$ cat src/rtl/lca_pkg.sv
// Package: shared constants, action codes and result type for the LCA core.
package lca_pkg;

  localparam int MaxNodesDef = 16384;
  localparam int LevelsDef   = 14;
  localparam int NodeW       = 14;
  localparam int ActW        = 2;

  localparam logic [ActW-1:0] ActClear = 2'd0;
  localparam logic [ActW-1:0] ActEdge  = 2'd1;
  localparam logic [ActW-1:0] ActQuery = 2'd2;

  typedef struct packed {
    logic             valid;
    logic             found;
    logic [NodeW-1:0] ancestor;
  } lca_res_t;

endpackage

$ cat src/rtl/lca_seq.sv
// Sequencer: clearing, table rebuild and query walk over the shared read port.
module lca_seq import lca_pkg::*; #(
  parameter int MaxNodes = MaxNodesDef,
  parameter int Levels   = LevelsDef,
  parameter int NW       = $clog2(MaxNodes),
  parameter int AddrW    = $clog2(MaxNodes * Levels)
) (
  input  logic             clk_i,
  input  logic             rst_ni,
  input  logic             in_valid_i,
  output logic             in_stall_o,
  input  logic [ActW-1:0]  action_i,
  input  logic [NodeW-1:0] node_a_i,
  input  logic [NodeW-1:0] node_b_i,
  input  logic             out_ready_i,
  output lca_res_t         res_o,
  output logic             we_o,
  output logic [AddrW-1:0] waddr_o,
  output logic [NW:0]      wdata_o,
  output logic [AddrW-1:0] raddr_o,
  input  logic [NW:0]      rdata_i
);

  localparam int LW = (Levels > 1) ? $clog2(Levels) : 1;
  localparam logic [LW-1:0] LvlTop = LW'(Levels - 1);
  localparam logic [NW-1:0] NodeLast = NW'(MaxNodes - 1);

  localparam logic [3:0] S_IDLE = 4'd0;
  localparam logic [3:0] S_CLR  = 4'd1;
  localparam logic [3:0] S_RBRD = 4'd2;
  localparam logic [3:0] S_RBE  = 4'd3;
  localparam logic [3:0] S_RBR  = 4'd4;
  localparam logic [3:0] S_DURD = 4'd5;
  localparam logic [3:0] S_DUCK = 4'd6;
  localparam logic [3:0] S_LFRD = 4'd7;
  localparam logic [3:0] S_LFCK = 4'd8;
  localparam logic [3:0] S_UPRU = 4'd9;
  localparam logic [3:0] S_UPRV = 4'd10;
  localparam logic [3:0] S_UPCK = 4'd11;
  localparam logic [3:0] S_PARD = 4'd12;
  localparam logic [3:0] S_PACK = 4'd13;
  localparam logic [3:0] S_OUT  = 4'd14;

  function automatic logic [AddrW-1:0] addr_of(logic [LW-1:0] lvl, logic [NW-1:0] node);
    return AddrW'(lvl) * AddrW'(MaxNodes) + AddrW'(node);
  endfunction

  logic [3:0]        st_q, st_d;
  logic [LW-1:0]     lvl_q, lvl_d;
  logic [NW-1:0]     cnt_q, cnt_d;
  logic [NW-1:0]     x_q, x_d, y_q, y_d, ua_q, ua_d, vb_q, vb_d, ru_q, ru_d;
  logic [NW-1:0]     anc_q, anc_d;
  logic [Levels-1:0] d_q, d_d, du_q, du_d, diff_q, diff_d;
  logic              side_q, side_d, stale_q, stale_d, fnd_q, fnd_d;
  logic [NW:0]       eu_q, eu_d;

  logic              rd_vld;
  logic [NW-1:0]     rd_id;
  logic [NW-1:0]     x_new;
  logic [Levels-1:0] d_new;
  logic              ids_ok;

  assign rd_vld = rdata_i[NW];
  assign rd_id  = rdata_i[NW-1:0];
  assign ids_ok = (32'(node_a_i) < 32'(MaxNodes)) && (32'(node_b_i) < 32'(MaxNodes));
  assign in_stall_o = (st_q != S_IDLE);

  always_comb begin
    st_d = st_q; lvl_d = lvl_q; cnt_d = cnt_q; x_d = x_q; y_d = y_q;
    ua_d = ua_q; vb_d = vb_q; ru_d = ru_q; anc_d = anc_q; d_d = d_q;
    du_d = du_q; diff_d = diff_q; side_d = side_q; stale_d = stale_q;
    fnd_d = fnd_q; eu_d = eu_q;
    we_o = 1'b0; waddr_o = '0; wdata_o = '0; raddr_o = '0;
    res_o = '0;
    x_new = x_q; d_new = d_q;
    unique case (st_q)
      S_IDLE: begin
        if (in_valid_i) begin
          priority if (action_i == ActClear) begin
            cnt_d = '0; stale_d = 1'b1; st_d = S_CLR;
          end else if (action_i == ActEdge) begin
            if (ids_ok) begin
              we_o = 1'b1;
              waddr_o = addr_of('0, NW'(node_b_i));
              wdata_o = {1'b1, NW'(node_a_i)};
              stale_d = 1'b1;
            end
          end else if (action_i == ActQuery) begin
            ua_d = NW'(node_a_i); vb_d = NW'(node_b_i);
            x_d = NW'(node_a_i); side_d = 1'b0; d_d = '0; lvl_d = LvlTop;
            cnt_d = '0;
            if (!ids_ok) begin
              anc_d = '0; fnd_d = 1'b0; st_d = S_OUT;
            end else if (stale_q && Levels > 1) begin
              lvl_d = LW'(1); st_d = S_RBRD;
            end else begin
              stale_d = 1'b0; st_d = S_DURD;
            end
          end else begin
            st_d = S_IDLE;
          end
        end
      end
      S_CLR: begin
        we_o = 1'b1;
        waddr_o = addr_of('0, cnt_q);
        cnt_d = cnt_q + NW'(1);
        if (cnt_q == NodeLast) st_d = S_IDLE;
      end
      S_RBRD: begin
        raddr_o = addr_of(lvl_q - LW'(1), cnt_q);
        st_d = S_RBE;
      end
      S_RBE, S_RBR: begin
        raddr_o = addr_of(lvl_q - LW'(1), rd_id);
        if (st_q == S_RBE && rd_vld) begin
          st_d = S_RBR;
        end else begin
          we_o = 1'b1;
          waddr_o = addr_of(lvl_q, cnt_q);
          wdata_o = (st_q == S_RBR) ? rdata_i : '0;
          st_d = S_RBRD;
          cnt_d = cnt_q + NW'(1);
          if (cnt_q == NodeLast) begin
            cnt_d = '0;
            if (lvl_q == LvlTop) begin
              stale_d = 1'b0; lvl_d = LvlTop; st_d = S_DURD;
            end else begin
              lvl_d = lvl_q + LW'(1);
            end
          end
        end
      end
      S_DURD: begin
        raddr_o = addr_of(lvl_q, x_q);
        st_d = S_DUCK;
      end
      S_DUCK: begin
        if (rd_vld) begin
          x_new = rd_id;
          d_new = d_q | (Levels'(1) << lvl_q);
        end
        x_d = x_new; d_d = d_new;
        lvl_d = lvl_q - LW'(1);
        st_d = S_DURD;
        if (lvl_q == '0) begin
          if (!side_q) begin
            du_d = d_new; ru_d = x_new; x_d = vb_q; side_d = 1'b1;
            d_d = '0; lvl_d = LvlTop;
          end else if (ru_q != x_new) begin
            anc_d = '0; fnd_d = 1'b0; st_d = S_OUT;
          end else begin
            lvl_d = '0; st_d = S_LFRD;
            if (du_q >= d_new) begin
              x_d = ua_q; diff_d = du_q - d_new; side_d = 1'b0;
            end else begin
              x_d = vb_q; diff_d = d_new - du_q; side_d = 1'b1;
            end
          end
        end
      end
      S_LFRD: begin
        raddr_o = addr_of(lvl_q, x_q);
        st_d = S_LFCK;
      end
      S_LFCK: begin
        if (diff_q[lvl_q] && rd_vld) x_new = rd_id;
        x_d = x_new;
        lvl_d = lvl_q + LW'(1);
        st_d = S_LFRD;
        if (lvl_q == LvlTop) begin
          if (!side_q) begin
            x_d = x_new; y_d = vb_q;
          end else begin
            x_d = ua_q; y_d = x_new;
          end
          lvl_d = LvlTop;
          if ((side_q ? ua_q : x_new) == (side_q ? x_new : vb_q)) begin
            anc_d = x_new; fnd_d = 1'b1; st_d = S_OUT;
          end else begin
            st_d = S_UPRU;
          end
        end
      end
      S_UPRU: begin
        raddr_o = addr_of(lvl_q, x_q);
        st_d = S_UPRV;
      end
      S_UPRV: begin
        raddr_o = addr_of(lvl_q, y_q);
        eu_d = rdata_i;
        st_d = S_UPCK;
      end
      S_UPCK: begin
        if (eu_q[NW] && rd_vld && (eu_q[NW-1:0] != rd_id)) begin
          x_d = eu_q[NW-1:0]; y_d = rd_id;
        end
        lvl_d = lvl_q - LW'(1);
        st_d = (lvl_q == '0) ? S_PARD : S_UPRU;
      end
      S_PARD: begin
        raddr_o = addr_of('0, x_q);
        st_d = S_PACK;
      end
      S_PACK: begin
        anc_d = rd_vld ? rd_id : '0;
        fnd_d = rd_vld;
        st_d = S_OUT;
      end
      S_OUT: begin
        if (out_ready_i) begin
          res_o.valid = 1'b1;
          res_o.found = fnd_q;
          res_o.ancestor = NodeW'(anc_q);
          st_d = S_IDLE;
        end
      end
      default: st_d = S_IDLE;
    endcase
  end

  always_ff @(posedge clk_i or negedge rst_ni) begin
    if (!rst_ni) begin
      st_q <= S_CLR;
      cnt_q <= '0;
      lvl_q <= '0;
      stale_q <= 1'b1;
      side_q <= 1'b0;
    end else begin
      st_q <= st_d;
      cnt_q <= cnt_d;
      lvl_q <= lvl_d;
      stale_q <= stale_d;
      side_q <= side_d;
    end
  end

  always_ff @(posedge clk_i) begin
    x_q <= x_d; y_q <= y_d; ua_q <= ua_d; vb_q <= vb_d; ru_q <= ru_d;
    anc_q <= anc_d; d_q <= d_d; du_q <= du_d; diff_q <= diff_d;
    fnd_q <= fnd_d; eu_q <= eu_d;
  end

endmodule

$ cat config.mk
export PLATFORM = sky130hd
export DESIGN_NAME = lca_seq
export DESIGN_NICKNAME = d
export VERILOG_FILES = /design/src/rtl/lca_pkg.sv /design/src/rtl/lca_seq.sv
export SDC_FILE = /design/constraint.sdc
export NUM_CORES = 1
export LEC_CHECK = 0
export BUFFER_PORTS_ARGS = -buffer_cell sky130_fd_sc_hd__buf_4
export CAP_MARGIN = 20
export CORE_UTILIZATION = 45
export CTS_BUF_LIST = sky130_fd_sc_hd__clkbuf_4 sky130_fd_sc_hd__clkbuf_8 sky130_fd_sc_hd__clkbuf_16
export CTS_CLUSTER_SIZE = 40
export DETAILED_ROUTE_END_ITERATION = 7
export PLACE_DENSITY = 0.66
export SETUP_SLACK_MARGIN = 0.2
export SLEW_MARGIN = 5
export SYNTH_ARGS = -nofsm -noshare
export SYNTH_HDL_FRONTEND = slang
export SYNTH_SLANG_ARGS = --single-unit
$ cat constraint.sdc
create_clock -name clk_i -period 4.4 [get_ports clk_i]
set_clock_uncertainty 0.1 [all_clocks]
set_input_delay 0 -clock clk_i [delete_from_list [all_inputs] [get_ports clk_i]]
set_output_delay 0 -clock clk_i [all_outputs]
set_load 0.005 [all_outputs]
==> results.py <==
metrics = {
    "sta": {
        "period_minus_slack_ns": 4.04,
        "final_hold_viol_count": 0,
        "slew_violations": 0,
        "max_freq_mhz": 247,
        "rsz0062_at_grt": "false",
        "fin_tns_setup_ns": 0,
        "setup_viol": 0,
        "slew_headroom_pct": 19.5,
        "worstMarginPinSlew_ns": 1.19,
        "post-route-period-util_pct": 91.9,
        "fin_hold_ws_ns": 0.0628,
    },
    "final_layout": {
        "syn_to_final_growth_pct": 24.4,
        "postLayoutCellArea_mm2": 0.0136,
        "fin_util_pct": 57.4,
        "antenna_cells": 0,
        "drive_gt1_share_pct": 19.3,
        "multi_input_area_mm2": 0.00558,
        "nets": 1390,
        "seq_area_mm2": 0.00487,
        "final_cell_mix": "180 x buf_4, 142 x edfxtp_1, 104 x nor2_1",
        "fillCellCount": 2085,
        "final_common_cell": "buf_4",
    },
    "worst_setup_path": {
        "cp-end-kind": "flop",
        "arrival_ns": 4.06,
        "reg2regPathDepth": 12,
        "crit_fanout": 16,
        "cp_num_buf_inv": 3,
        "r2r-end": "anc_q[2]",
        "cp_slowest_cell": "or4_4",
        "cp-start-kind": "flop",
        "reg2reg_slack_ns": 0.36,
        "crit_start": "lvl_q[0]",
        "slowest_delay_ns": 0.62,
        "crit_path_end": "anc_q[2]",
        "crit_family": "simple AND/OR/NAND/NOR gates",
        "cp_data_required_time_ns": 4.41,
        "cp.depth": 12,
        "reg2reg_from": "lvl_q[0]",
        "critical_path.cell_chain": "buf_4 -> mux2i_2 -> nor3_1 -> o311ai_2 -> and2_1 -> buf_12 -> mux2i_1 -> xnor2_1 -> nand4_1 -> or4_4 -> o221ai_1 -> buf_4",
        "cp_common_cell": "buf_4",
        "path_class": "flop to flop",
    },
    "placement": {
        "place_area_mm2": 0.0123,
        "place.gp.congestion": 0.939,
        "dp_hpwl_mm": 25.5,
        "io_buffers": 117,
    },
    "die": {
        "fp-row-count": 56,
        "core_mm2": 0.0237,
        "die-width_um": 158,
        "initial_utilization_pct": 46.2,
        "dieArea_mm2": 0.0249,
        "die_h_um": 158,
        "ioPinCount": 118,
    },
    "worst_hold_path": {
        "hold_depth": 6,
        "hold_path.class": "primary input to flop",
    },
    "clock_network": {
        "cts_made_buffers": 17,
        "clkTransAtPathRegs_ns": 0.07,
        "cts_max_level": 4,
        "clock_path_buffers": 2,
        "clock_latency_ns": 0.44,
        "clkSinkCount": 166,
        "cts_tree": "yes",
        "cts-root-buf": "clkbuf_16",
    },
    "grt": {
        "gr-total-overflow": 0,
        "grt_pass1_wl_mm": 53.1,
        "grt_use_total_pct": 28.3,
        "grt_pass1_vias": 9087,
        "antenna_found_initial": 0,
        "grt_max_degree": 31,
    },
    "drt": {
        "vias_per_cell": 6.03,
        "wl_per_cell_um": 21.0,
        "ant_nets": 0,
        "routed-via-count": 9873,
        "drc": 0,
        "dr.pass1.iters": 7,
        "drt_iter0_drc": 1140,
        "routed_wirelength_mm": 34.4,
    },
    "synthesis": {
        "synth_area_leaders": "edfxtp_1 39%, mux2i_1 6.2%, dfrtp_1 5.0%",
        "synth-edff-count": 142,
        "synth.net_count": 1221,
        "yosysTopAreaCell": "edfxtp_1",
        "async_flop_share_pct": 14.5,
        "synth_cell_types": 65,
        "synth_seq_area_share_pct": 44.5,
        "synth-main-ff-cell": "edfxtp_1",
        "synth_top_area_share_pct": 39.0,
        "yosysWarnings": 0,
        "synth_cells": 1135,
        "ys_ff_latch": 166,
        "syn_area_per_cell_um2": 9.64,
        "netlist_area_mm2": 0.0109,
    },
    "power_and_ir_drop": {
        "totalPowerFinal_mw": 4.93,
        "p_leak_nw": 5.54,
        "power.density_mw_per_mm2": 362,
        "ir_drop_v": 0.000327,
    },
    "run_status": {
        "status": "completed",
    },
    "flow_run": {
        "max-cap-violations": 0,
    },
}
[per-layer routing]
metal  up-vias  wire [um]  part of all wire (%)  global-route usage, %
met5         -          0                     0                      0
met4         0        480                   1.4                   7.03
met3        37       3320                   9.7                   4.38
met2       539      14600                    42                   41.0
met1      4722      16000                    46                   43.4
li1       4575          -                     -                      -
[worst min-delay path, delay by kind of cell]
family          cells  cell delay, ns
simple gates        1            0.07
compound gates      4            0.45
buf+inv             1            0.09
[state kept, by name, indices dropped and copies added (netlist names)]
name     flops
lvl_q        4
fnd_q        1
cnt_q       14
x_q         14
ru_q        14
vb_q        14
ua_q        14
eu_q        15
anc_q       14
stale_q      1
st_q         4
diff_q      14
y_q         14
du_q        14
d_q         14
side_q       1
[how the worst min path moves through the flow]
stage	from	endpoint	slack (ns)
6_report	in_valid_i	stale_q	0.06
5_1_grt	in_valid_i	lvl_q[0]	0.12
4_1_cts	in_valid_i	stale_q	0.04
3_5_place_dp	rst_ni	cnt_q[9]	-0.17
3_3_place_gp	rst_ni	cnt_q[9]	-0.16
2_1_floorplan	rst_ni	cnt_q[0]	-0.40
[cell usage after synthesis (all sizes together), types with 2 or more instances]
| cell type | number |
|---|---|
| edfxtp | 142 |
| nor2 | 106 |
| nand2 | 97 |
| o21ai | 79 |
| a21oi | 77 |
| mux2i | 68 |
| clkbuf | 67 |
| inv | 62 |
| xnor2 | 49 |
| a22o | 42 |
| ha | 35 |
| a222oi | 26 |
| nor3 | 24 |
| a31oi | 22 |
| dfrtp | 22 |
| and2 | 21 |
| o22ai | 20 |
| buf | 19 |
| nand3 | 18 |
| a21o | 16 |
| a221o | 16 |
| and3 | 15 |
| nand4 | 9 |
| nor2b | 8 |
| xor2 | 8 |
| o211ai | 5 |
| o311ai | 5 |
| a211oi | 4 |
| a221oi | 4 |
| mux2 | 4 |
| nor4 | 4 |
| nand2b | 3 |
| o2111ai | 3 |
| or3 | 3 |
| a2111oi | 2 |
| a22oi | 2 |
| a32oi | 2 |
| a41oi | 2 |
| dfstp | 2 |
| fa | 2 |
| o21a | 2 |
| o21bai | 2 |
| o221ai | 2 |
| o31ai | 2 |
| or4 | 2 |
[metrics by stage]
step                setup WS, ns  cells
detailed placement         0.115   1544
floorplan                  0.215   1135
global route               0.219   1636
finish                     0.357   1636
global placement           0.195   1544
CTS                        0.213   1627
[layout make-up]
| type | count | area share, % |
|---|---|---|
| Clock buffer | 19 | 3.41 |
| Clock inverter | 13 | 0.800 |
| Inverter | 62 | 1.71 |
| Multi-Input combinational cell | 821 | 41.0 |
| Sequential cell | 166 | 35.8 |
| Tap cell | 319 | 2.93 |
| Timing Repair Buffer | 236 | 14.3 |
[report_power, final]
part | internal (mW) | total (mW) | switching [mW]
clock network | 0.788 | 1.47 | 0.678
registers | 1.79 | 1.91 | 0.117
logic | 0.665 | 1.55 | 0.889
total | 3.25 | 4.93 | 1.68
[logic make-up (layout without fill, tap and decap cells)]
logic type               Yosys count  in the layout  share of synthesized area [%]
AO/OA/AOI/OAI                    342            342                           21.3
XOR/XNOR                          57             57                           4.56
adder cells (fa/ha/maj)           37             37                           4.37
buffers and inverters            148            330                           5.59
flip-flops                       166            166                           44.5
multiplexers                      73             73                           6.84
AND/OR/NAND/NOR                  312            312                           12.8
[repair_timing]
item,in CTS,in global routing
setup buffers,0,4
endpoints found under the setup margin,3,35
pin swaps,0,3
hold endpoints to repair,122,0
hold buffers,51,0
gates resized for setup,4,19
Note: power is estimated with default switching activity, not from simulation.
